**src/rtl/core/gpio_register_block_top_macros.svh**
```systemverilog
// Assertion macros for the GPIO register block.
// Used by gpio_register_block_top; expects clk and arst_n in scope.
`ifndef GPIO_REGISTER_BLOCK_TOP_MACROS_SVH
`define GPIO_REGISTER_BLOCK_TOP_MACROS_SVH

`ifndef SYNTHESIS

// Consequent must hold in the same cycle as the antecedent.
`define GPIORB_ASSERT_IMP(label, ante, cons) \
	label: assert property (@(posedge clk) disable iff (!arst_n) (ante) |-> (cons)) \
		else $error("assertion failed");

// Consequent must hold in the cycle after the antecedent.
`define GPIORB_ASSERT_NXT(label, ante, cons) \
	label: assert property (@(posedge clk) disable iff (!arst_n) (ante) |=> (cons)) \
		else $error("assertion failed");

`else

`define GPIORB_ASSERT_IMP(label, ante, cons)
`define GPIORB_ASSERT_NXT(label, ante, cons)

`endif

`endif

```
**src/rtl/core/gpiorb_pkg.sv**
```systemverilog
// Shared constants, address map and types of the GPIO register block.
// No dependencies.
package gpiorb_pkg;

	// Pin count and derived widths.
	localparam int PIN_COUNT = 54;
	localparam int PULL_HI_W = 2 * (PIN_COUNT - 32);
	localparam int PULL_HI_PINS = PIN_COUNT - 32;

	// Function select words, ten 3-bit fields each.
	localparam int FSEL_DEPTH = 6;
	localparam int FSEL_IDX_W = $clog2(FSEL_DEPTH);
	localparam int FN_PER_WORD = 10;
	localparam logic [2:0] FN_IN = 3'd0;
	localparam logic [2:0] FN_OUT = 3'd1;

	// Plain read/write event and detect-enable words.
	localparam int EV_DEPTH = 14;
	localparam int EV_IDX_W = $clog2(EV_DEPTH);

	// Highest pull mode that is applied on a pull clock write.
	localparam logic [31:0] PULL_MAX = 32'd2;

	// Address map.
	localparam logic [7:0] ADDR_FSEL_LAST = 8'h14;
	localparam logic [7:0] ADDR_SET0 = 8'h1C;
	localparam logic [7:0] ADDR_SET1 = 8'h20;
	localparam logic [7:0] ADDR_CLR0 = 8'h28;
	localparam logic [7:0] ADDR_CLR1 = 8'h2C;
	localparam logic [7:0] ADDR_LEV0 = 8'h34;
	localparam logic [7:0] ADDR_LEV1 = 8'h38;
	localparam logic [7:0] ADDR_PMODE = 8'h94;
	localparam logic [7:0] ADDR_PCLK0 = 8'h98;
	localparam logic [7:0] ADDR_PCLK1 = 8'h9C;
	localparam logic [7:0] EV_ADDR [EV_DEPTH] = '{
		8'h40, 8'h44, 8'h4C, 8'h50, 8'h58, 8'h5C, 8'h64,
		8'h68, 8'h70, 8'h74, 8'h7C, 8'h80, 8'h88, 8'h8C
	};

	// Register class selected by an address.
	typedef enum logic [2:0] {
		K_BAD,
		K_FSEL,
		K_SET,
		K_CLR,
		K_LEVEL,
		K_EVENT,
		K_PMODE,
		K_PCLK
	} kind_t;

	// Decoded address: class plus word index (bank in bit 0 for pairs).
	typedef struct packed {
		kind_t kind;
		logic [EV_IDX_W-1:0] idx;
	} dec_t;

	// One result item.
	typedef struct packed {
		logic [31:0] rdata;
		logic bad;
		logic [PIN_COUNT-1:0] pin_out;
		logic [PIN_COUNT-1:0] pin_dir;
		logic [63:0] pull_low;
		logic [PULL_HI_W-1:0] pull_high;
	} res_t;

endpackage

```
**src/rtl/core/gpiorb_decode.sv**
```systemverilog
// Address decoder of the GPIO register block.
// Depends on gpiorb_pkg.
module gpiorb_decode import gpiorb_pkg::*; (
	input logic [7:0] addr,
	output dec_t dec
);

	// Map a byte offset to its register class and word index.
	always_comb begin
		dec.kind = K_BAD;
		dec.idx = '0;
		if (addr <= ADDR_FSEL_LAST && addr[1:0] == 2'b00) begin
			dec.kind = K_FSEL;
			dec.idx = EV_IDX_W'(addr[4:2]);
		end else if (addr == ADDR_SET0 || addr == ADDR_SET1) begin
			dec.kind = K_SET;
			dec.idx = EV_IDX_W'(addr == ADDR_SET1);
		end else if (addr == ADDR_CLR0 || addr == ADDR_CLR1) begin
			dec.kind = K_CLR;
			dec.idx = EV_IDX_W'(addr == ADDR_CLR1);
		end else if (addr == ADDR_LEV0 || addr == ADDR_LEV1) begin
			dec.kind = K_LEVEL;
			dec.idx = EV_IDX_W'(addr == ADDR_LEV1);
		end else if (addr == ADDR_PMODE) begin
			dec.kind = K_PMODE;
		end else if (addr == ADDR_PCLK0 || addr == ADDR_PCLK1) begin
			dec.kind = K_PCLK;
			dec.idx = EV_IDX_W'(addr == ADDR_PCLK1);
		end else begin
			for (int k = 0; k < EV_DEPTH; k++) begin
				if (addr == EV_ADDR[k]) begin
					dec.kind = K_EVENT;
					dec.idx = EV_IDX_W'(k);
				end
			end
		end
	end

endmodule

```
**src/rtl/core/gpiorb_regs.sv**
```systemverilog
// Register file and pin state of the GPIO register block.
// Computes one transaction's result and next state; depends on gpiorb_pkg.
module gpiorb_regs import gpiorb_pkg::*; (
	input logic clk,
	input logic arst_n,
	input logic fire,
	input logic cmd,
	input dec_t dec,
	input logic [31:0] wdata,
	input logic [PIN_COUNT-1:0] pin_levels,
	output res_t res
);

	logic [FSEL_DEPTH-1:0][31:0] fsel_q, fsel_n;
	logic [63:0] set_q, set_w, set_n;
	logic [63:0] clr_q, clr_w, clr_n;
	logic [PIN_COUNT-1:0] lat_q, lat_n;
	logic [31:0] ev_q [EV_DEPTH];
	logic [31:0] ev_n [EV_DEPTH];
	logic [31:0] pmode_q, pmode_n;
	logic [1:0][31:0] pclk_q, pclk_n;
	logic [63:0] pull_lo_q, pull_lo_n;
	logic [PULL_HI_W-1:0] pull_hi_q, pull_hi_n;
	logic [PIN_COUNT-1:0] out_q, out_n;
	logic [PIN_COUNT-1:0] dir_q, dir_n;
	logic [2:0] fn_n [PIN_COUNT];
	logic [63:0] lat_w;
	logic wr_ok;

	// Function code of each pin from the updated select words.
	for (genvar g = 0; g < PIN_COUNT; g++) begin : g_fn
		localparam int W = g / FN_PER_WORD;
		localparam int B = 3 * (g % FN_PER_WORD);
		if (W < FSEL_DEPTH) begin : g_sel
			assign fn_n[g] = fsel_n[W][B +: 3];
		end else begin : g_none
			assign fn_n[g] = FN_IN;
		end
	end

	// Register writes, including the pull update on a pull clock write.
	always_comb begin
		fsel_n = fsel_q;
		set_w = set_q;
		clr_w = clr_q;
		ev_n = ev_q;
		pmode_n = pmode_q;
		pclk_n = pclk_q;
		pull_lo_n = pull_lo_q;
		pull_hi_n = pull_hi_q;
		wr_ok = cmd && dec.kind != K_BAD && dec.kind != K_LEVEL;
		if (cmd) begin
			unique case (dec.kind)
				K_FSEL: fsel_n[dec.idx[FSEL_IDX_W-1:0]] = wdata;
				K_SET: set_w[{dec.idx[0], 5'b0} +: 32] = wdata;
				K_CLR: clr_w[{dec.idx[0], 5'b0} +: 32] = wdata;
				K_EVENT: ev_n[dec.idx] = wdata;
				K_PMODE: pmode_n = wdata;
				K_PCLK: begin
					pclk_n[dec.idx[0]] = wdata;
					if (pmode_q <= PULL_MAX) begin
						if (!dec.idx[0]) begin
							for (int b = 0; b < 32; b++) begin
								if (wdata[b]) pull_lo_n[2*b +: 2] = pmode_q[1:0];
							end
						end else begin
							for (int b = 0; b < PULL_HI_PINS; b++) begin
								if (wdata[b]) pull_hi_n[2*b +: 2] = pmode_q[1:0];
							end
						end
					end
				end
				default: ;
			endcase
		end
	end

	// Pin update after every valid write; a pending bit is consumed when it drives an output pin.
	always_comb begin
		out_n = out_q;
		dir_n = dir_q;
		set_n = set_w;
		clr_n = clr_w;
		if (wr_ok) begin
			for (int i = 0; i < PIN_COUNT; i++) begin
				if (fn_n[i] == FN_OUT) begin
					dir_n[i] = 1'b1;
					if (set_w[i]) begin
						out_n[i] = 1'b1;
						set_n[i] = 1'b0;
					end else if (clr_w[i]) begin
						out_n[i] = 1'b0;
						clr_n[i] = 1'b0;
					end
				end else if (fn_n[i] == FN_IN) begin
					dir_n[i] = 1'b0;
				end
			end
		end
	end

	// A level read latches the external level of every input pin.
	always_comb begin
		lat_n = lat_q;
		if (!cmd && dec.kind == K_LEVEL) begin
			for (int i = 0; i < PIN_COUNT; i++) begin
				if (fn_n[i] == FN_IN) lat_n[i] = pin_levels[i];
			end
		end
		lat_w = 64'(lat_n);
	end

	// Read data and access check, plus the pin state after this transaction.
	always_comb begin
		res.rdata = '0;
		res.bad = 1'b0;
		if (!cmd) begin
			unique case (dec.kind)
				K_FSEL: res.rdata = fsel_q[dec.idx[FSEL_IDX_W-1:0]];
				K_LEVEL: res.rdata = lat_w[{dec.idx[0], 5'b0} +: 32];
				K_EVENT: res.rdata = ev_q[dec.idx];
				K_PMODE: res.rdata = pmode_q;
				K_PCLK: res.rdata = pclk_q[dec.idx[0]];
				default: res.bad = 1'b1;
			endcase
		end else begin
			res.bad = !wr_ok;
		end
		res.pin_out = out_n;
		res.pin_dir = dir_n;
		res.pull_low = pull_lo_n;
		res.pull_high = pull_hi_n;
	end

	// State registers, updated once per transaction.
	always_ff @(posedge clk or negedge arst_n) begin
		if (!arst_n) begin
			fsel_q <= '0;
			set_q <= '0;
			clr_q <= '0;
			lat_q <= '0;
			for (int k = 0; k < EV_DEPTH; k++) ev_q[k] <= '0;
			pmode_q <= '0;
			pclk_q <= '0;
			pull_lo_q <= '0;
			pull_hi_q <= '0;
			out_q <= '0;
			dir_q <= '0;
		end else if (fire) begin
			fsel_q <= fsel_n;
			set_q <= set_n;
			clr_q <= clr_n;
			lat_q <= lat_n;
			ev_q <= ev_n;
			pmode_q <= pmode_n;
			pclk_q <= pclk_n;
			pull_lo_q <= pull_lo_n;
			pull_hi_q <= pull_hi_n;
			out_q <= out_n;
			dir_q <= dir_n;
		end
	end

endmodule

```
**src/rtl/core/gpio_register_block_top.sv**
```systemverilog
// GPIO register block, top level: input register, decode, register file, result register.
// The register file updates in a single pass between the input and result registers.
// Throughput: one transaction per cycle while out_ready is high.
// While a result waits, the input register holds one more transaction, then input stalls.
// Reset: all control and register state clears at once; no clearing pass is needed.
// Depends on gpiorb_pkg, gpiorb_decode, gpiorb_regs and the assertion macro header.
`include "gpio_register_block_top_macros.svh"

module gpio_register_block_top import gpiorb_pkg::*; (
	input logic clk,
	input logic arst_n,
	input logic in_valid,
	output logic in_ready,
	input logic cmd,
	input logic [7:0] addr,
	input logic [31:0] wdata,
	input logic [PIN_COUNT-1:0] pin_levels,
	output logic out_valid,
	input logic out_ready,
	output logic [31:0] rdata,
	output logic bad_access,
	output logic [PIN_COUNT-1:0] pin_out,
	output logic [PIN_COUNT-1:0] pin_dir,
	output logic [63:0] pull_low,
	output logic [PULL_HI_W-1:0] pull_high
);

	logic valid_s1;
	logic cmd_s1;
	logic [7:0] addr_s1;
	logic [31:0] wdata_s1;
	logic [PIN_COUNT-1:0] levels_s1;
	logic out_valid_q;
	res_t res_q;
	res_t res;
	dec_t dec;
	logic advance;

	// The input stage moves on when the result register is free or being emptied.
	assign advance = valid_s1 && (!out_valid_q || out_ready);
	assign in_ready = !valid_s1 || advance;

	// Input register.
	always_ff @(posedge clk or negedge arst_n) begin
		if (!arst_n) begin
			valid_s1 <= 1'b0;
		end else if (in_valid && in_ready) begin
			valid_s1 <= 1'b1;
		end else if (advance) begin
			valid_s1 <= 1'b0;
		end
	end

	always_ff @(posedge clk) begin
		if (in_valid && in_ready) begin
			cmd_s1 <= cmd;
			addr_s1 <= addr;
			wdata_s1 <= wdata;
			levels_s1 <= pin_levels;
		end
	end

	gpiorb_decode u_decode (
		.addr(addr_s1),
		.dec(dec)
	);

	gpiorb_regs u_regs (
		.clk(clk),
		.arst_n(arst_n),
		.fire(advance),
		.cmd(cmd_s1),
		.dec(dec),
		.wdata(wdata_s1),
		.pin_levels(levels_s1),
		.res(res)
	);

	// Result register.
	always_ff @(posedge clk or negedge arst_n) begin
		if (!arst_n) begin
			out_valid_q <= 1'b0;
		end else if (advance) begin
			out_valid_q <= 1'b1;
		end else if (out_ready) begin
			out_valid_q <= 1'b0;
		end
	end

	always_ff @(posedge clk) begin
		if (advance) res_q <= res;
	end

	assign out_valid = out_valid_q;
	assign rdata = res_q.rdata;
	assign bad_access = res_q.bad;
	assign pin_out = res_q.pin_out;
	assign pin_dir = res_q.pin_dir;
	assign pull_low = res_q.pull_low;
	assign pull_high = res_q.pull_high;

	// A write transaction always returns zero read data.
	`GPIORB_ASSERT_NXT(a_write_rdata_zero, advance && cmd_s1, rdata == '0)
	// A write to a level word is flagged as a bad access.
	`GPIORB_ASSERT_NXT(a_level_write_bad, advance && cmd_s1 && dec.kind == K_LEVEL, bad_access)
	// A result appears only when the input stage hands one over.
	`GPIORB_ASSERT_NXT(a_out_from_stage, !out_valid_q && !advance, !out_valid_q)

endmodule
```
**config.mk**
```make
export PLATFORM = sky130hd
export DESIGN_NAME = gpio_register_block_top
export DESIGN_NICKNAME = d
export VERILOG_FILES = /design/src/rtl/core/gpiorb_pkg.sv /design/src/rtl/core/gpiorb_decode.sv /design/src/rtl/core/gpiorb_regs.sv /design/src/rtl/core/gpio_register_block_top.sv
export VERILOG_INCLUDE_DIRS = /design/src /design/src/rtl/core
export SDC_FILE = /design/constraint.sdc
export NUM_CORES = 2
export LEC_CHECK = 0
export ABC_AREA = 0
export BUFFER_PORTS_ARGS = -buffer_cell sky130_fd_sc_hd__buf_4
export CAP_MARGIN = 10
export CORE_MARGIN = 2
export CORE_UTILIZATION = 56
export CTS_BUF_LIST = sky130_fd_sc_hd__clkbuf_16
export DETAILED_ROUTE_END_ITERATION = 7
export PLACE_DENSITY = 0.77
export SKIP_CTS_REPAIR_TIMING = 1
export SLEW_MARGIN = 20
export SYNTH_ARGS = -nofsm -noshare
export SYNTH_HDL_FRONTEND = slang
export SYNTH_SLANG_ARGS = --single-unit
```
**constraint.sdc**
```tcl
create_clock -name clk -period 9.8 [get_ports clk]
set_clock_uncertainty 0.2 [all_clocks]
set_input_delay 0.49 -clock clk [delete_from_list [all_inputs] [get_ports clk]]
set_output_delay 0.49 -clock clk [all_outputs]
set_load 0.02 [all_outputs]
```
==> impl_summary.md <==
Cells and area
The share of cells above drive strength 1 is 28.2%. The filler cells instantiated in the layout total 9,092. The net count of the finished layout is 6,419. The signed area change from the synthesized netlist to the final layout is 14.3%. The post-route standard cell area excluding fillers is 78,600 um2.

The final design utilization is 64.5%.

Critical path
The worst setup path is launched from a flop. The cell that appears most often on the critical path is sky130_fd_sc_hd__and3_1. The endpoint type of the worst setup path is a flop. The worst register-to-register path begins at addr_s1[2].

The maximum fanout encountered on the critical timing path is 114. The number of cells on the worst reg-to-reg path is 11. The top cell family by delay on the critical path is simple AND/OR/NAND/NOR gates.

The signal on the critical path passes through and3_1, nor2_1, or4_2, buf_4, nand2_4, buf_12, nand2_1, and3_1, a311oi_1, o21ai_0, a41oi_1. The arrival time at the worst endpoint is 6.30 ns. In this run the register-to-register setup slack is 3.94 ns. The worst register-to-register path ends at rdata[13]. For the worst setup path, the data required time is 10.24 ns. The combined buffer and inverter count along the critical path is 2.

The kind of critical path is reg2reg. The stage delay of the slowest cell on the critical path is 0.98 ns. The standard cell with the maximum stage delay on the critical path is sky130_fd_sc_hd__or4_2.

Synthesis
The count of warnings emitted by yosys is 0. The number of distinct library cells after synthesis is 82. Yosys mapped a number of flops with a built-in enable equal to 344. After synthesis, flip-flops and latches occupy 55.6% of the total area. The synthesized area per cell is 11.3 um2. For this run, asynchronously set or reset flops after synthesis account for 76.4%. The area of the mapped netlist is 68,800 um2.

In the synthesized netlist, the number of instances is 6,089. The number of storage elements in the synthesis netlist is 1,460. The most instantiated flip-flop cell in the synthesis netlist is sky130_fd_sc_hd__dfrtp_1. The number of nets handed over by synthesis was 6,188.

Route
The total DRC errors in the routed layout is 6. The first detailed-routing pass took 8 iterations. Summed over all layers, the routed wires come to 228,000 um.

In the routed layout, each cell is associated on average with a via count of 6.63. In this run the remaining antenna-violating nets after routing total 0. The final route contains 53,500 vias. In the final routed layout, each cell accounts on average for 28.3 um. The initial detailed-routing violation count is 7,494.

Pwr
The internal power component is 0.0102 W. The switching component of the power is 0.00364 W. VDD sags by at most 0.184 mV.

The leakage dissipation is 35.4 nW. The clock network is responsible for 41.2% of the overall power. The fraction of power consumed by combinational cells is 10.1%.

The power per cell area is 177 nW/um2. The fraction of power spent switching nets is 26.3%. The sequential fraction of design power is 48.7%.

STA
The clock period minus worst slack is 5.86 ns. Setup repair after global routing left no endpoint under its margin. The timing-limited maximum frequency is 171 MHz. Summed over all failing endpoints, the final setup total negative slack is 0 ns.

Setup violations remaining at the end of the flow were counted as 0. The transition time at the pin with the least slew margin is 1.37 ns. The number of endpoints with negative hold slack in the final report was 0.

The worst slew slack as a fraction of its limit is 7.84%. The final number of max-transition violations came to 0. Of the available clock period, the critical path in the final layout requires 59.8%. Hold timing on the final database bottoms out at a slack of 0.157 ns. The smallest setup slack after layout is 3.94 ns.

Min path
The kind of path behind the tightest hold check is in2async.

Clock network
The tree is rooted in a sky130_fd_sc_hd__clkbuf_16. TritonCTS built the clock tree. CTS built an H-tree with a depth of 4. Clock-pin slew was measured on the worst setup and hold paths at 0.06 ns.

The clock net in this run drives a total of 1,460 sinks. The number of buffers between clock root and the deepest sink is 3. The worst-skew pair later-pin latency is 0.82 ns.

The number of clock buffers added by TritonCTS is 153.

GRT
The number of antenna violations at the first check in global routing is 12. The global-route wire length before repair is 334,000 um. The total routing resource utilization after global routing is 35.6%. The via count of the first global-routing pass is 51,000.

For this run, global-route usage on met2 was measured as 52.5%. The maximum number of pins on one net before global-route repair is 172. For this run, global-route usage on met3 was measured as 10.5%.

Global routing finished with a remaining overflow of 0. In this run the most used layer during global routing was met2. The global routing met1 resource utilization is 46.5%.

Outcome
The checks that failed: DRC. The flow ran to the end, but the final reports show violations.

Placed design
The count of buffers added on input and output ports is 349. At the end of routability-driven placement, the weighted congestion stood at 1.02. Summing all placed instances gives a cell area of 72,600 um2.

At the placement stage, the worst setup path has a slack of 4.10 ns. The detailed placer's ending HPWL is 145,000 um.

Floorplan
The initial utilization of the core area, before any placement, comes to 56.4%. Row generation in the floorplan step produced 128 rows. The die covers 126,000 um2. In this run the vertical extent of the chip is 354 um. The total area inside the core boundary comes to 122,000 um2. 350 I/O pins were placed. Measured along the x axis, the die boundary spans 354 um.

Job
The count of maximum capacitance violations is 0.
==> worst max path at each step <==
stage / startpoint / end / slack, ns / depth (start not counted)
after floorplan: out_ready / u_regs.dir_q[40] / 0.43 / 7
after global routing: addr_s1[2] / rdata[26] / 3.74 / 12
after global placement: addr_s1[2] / rdata[21] / 4.13 / 12
after CTS: addr_s1[2] / rdata[26] / 4.09 / 12
after detailed placement: addr_s1[2] / rdata[21] / 4.10 / 12
final: addr_s1[2] / rdata[13] / 3.94 / 11
==> worst reg2reg max path, cell delays in order, from the launching register on <==
cell                       delay, ns
sky130_fd_sc_hd__edfxtp_1       0.91
sky130_fd_sc_hd__and3_1         0.27
sky130_fd_sc_hd__nor2_1         0.05
sky130_fd_sc_hd__or4_2          0.98
sky130_fd_sc_hd__buf_4          0.45
sky130_fd_sc_hd__nand2_4        0.46
sky130_fd_sc_hd__buf_12         0.48
sky130_fd_sc_hd__nand2_1        0.28
sky130_fd_sc_hd__and3_1         0.18
sky130_fd_sc_hd__a311oi_1       0.65
sky130_fd_sc_hd__o21ai_0        0.48
sky130_fd_sc_hd__a41oi_1        0.30
==> flip-flops by register name, indices dropped and copies added, names as in the netlist <==
signal            cells
addr_s1               8
bad_access            1
cmd_s1                1
levels_s1            54
out_valid             1
pin_dir              54
pin_out              54
pull_high            44
pull_low             64
rdata                32
u_regs.clr_q         54
u_regs.dir_q         54
u_regs.ev_q         448
u_regs.fsel_q       192
u_regs.lat_q         54
u_regs.out_q         54
u_regs.pclk_q        64
u_regs.pmode_q       32
u_regs.pull_hi_q     44
u_regs.pull_lo_q     64
u_regs.set_q         54
valid_s1              1
wdata_s1             32
==> kinds of logic after synthesis <==
group / synth area share [%]
buffers and inverters: 3.19
and+or+nand+nor: 11.8
muxes: 18.9
xor gates and xnor gates: 0.0637
AOI/OAI and AO/OA: 10.5
DFF: 55.6
==> power groups by stage <==
stage                     Combinational [W]  Sequential, W  Clock [W]
after floorplan                    0.000672        0.00691          0
after global routing                0.00149        0.00677    0.00601
after CTS                           0.00135        0.00674    0.00574
final                               0.00141        0.00676    0.00571
after global placement              0.00132        0.00684          0
after detailed placement            0.00134        0.00685          0
==> layer usage <==
layer,vias to the layer above,wire (um)
li1,22500,-
met1,26800,84500
met2,3508,101000
met3,773,27200
met4,12,15900
met5,-,84
==> metrics by stage <==
step	power, W	instances
floorplan	0.00758	6089
global placement	0.00816	7691
detailed placement	0.00819	7691
CTS	0.0138	7976
global route	0.0143	8075
finish	0.0139	8077
==> Yosys cell counts, types with 13 or more instances <==
library cell	number	area share, %
sky130_fd_sc_hd__nand3_1	158	1.1
sky130_fd_sc_hd__buf_1	58	0.32
sky130_fd_sc_hd__and3_1	88	0.80
sky130_fd_sc_hd__edfxtp_1	344	15
sky130_fd_sc_hd__nor3_1	84	0.61
sky130_fd_sc_hd__mux2_2	1033	17
sky130_fd_sc_hd__o22ai_1	31	0.28
sky130_fd_sc_hd__nor2b_1	19	0.17
sky130_fd_sc_hd__a22oi_1	21	0.23
sky130_fd_sc_hd__a21boi_0	27	0.29
sky130_fd_sc_hd__a211oi_1	60	0.65
sky130_fd_sc_hd__a32o_1	26	0.38
sky130_fd_sc_hd__o31ai_1	104	1.1
sky130_fd_sc_hd__mux2i_1	96	1.4
sky130_fd_sc_hd__dfrtp_1	1116	41
sky130_fd_sc_hd__a21o_1	88	0.96
sky130_fd_sc_hd__nand2b_1	26	0.24
sky130_fd_sc_hd__clkbuf_1	302	1.6
sky130_fd_sc_hd__a21oi_1	236	1.7
sky130_fd_sc_hd__or4_1	31	0.34
sky130_fd_sc_hd__buf_2	138	1.0
sky130_fd_sc_hd__a41oi_1	18	0.23
sky130_fd_sc_hd__and2_1	13	0.12
sky130_fd_sc_hd__nand4_1	15	0.14
sky130_fd_sc_hd__o21ai_0	262	1.9
sky130_fd_sc_hd__nor4_1	58	0.53
sky130_fd_sc_hd__nor2_1	225	1.2
sky130_fd_sc_hd__o211ai_1	25	0.27
sky130_fd_sc_hd__nand2_1	1045	5.7
sky130_fd_sc_hd__a31oi_1	130	1.2
sky130_fd_sc_hd__or3_1	24	0.22
==> layout by cell type (no fill, tap or decap), types with 150 or more instances in the layout <==
| cell | synthesis | layout |
|---|---|---|
| sky130_fd_sc_hd__nor2_1 | 225 | 217 |
| sky130_fd_sc_hd__clkbuf_16 | 0 | 161 |
| sky130_fd_sc_hd__dfrtp_1 | 1116 | 1114 |
| sky130_fd_sc_hd__o21ai_0 | 262 | 260 |
| sky130_fd_sc_hd__edfxtp_1 | 344 | 344 |
| sky130_fd_sc_hd__nand2_1 | 1045 | 1041 |
| sky130_fd_sc_hd__mux2_2 | 1033 | 1033 |
| sky130_fd_sc_hd__nand3_1 | 158 | 150 |
| sky130_fd_sc_hd__buf_4 | 5 | 476 |
| sky130_fd_sc_hd__a21oi_1 | 236 | 235 |
==> area by class of cell <==
cell class              instances  area, um2  area share (%)
diodes                          2       5.00         0.00637
clock buffers                 161       4030            5.13
clock inverters               124        883            1.12
inverters                      12       52.6          0.0669
multi-input cells            4108      28600            36.4
flip-flops and latches       1460      38300            48.7
well taps                    1625       2030            2.59
repair buffers                585       4740            6.03
Note: power is estimated with default switching activity, not from simulation.
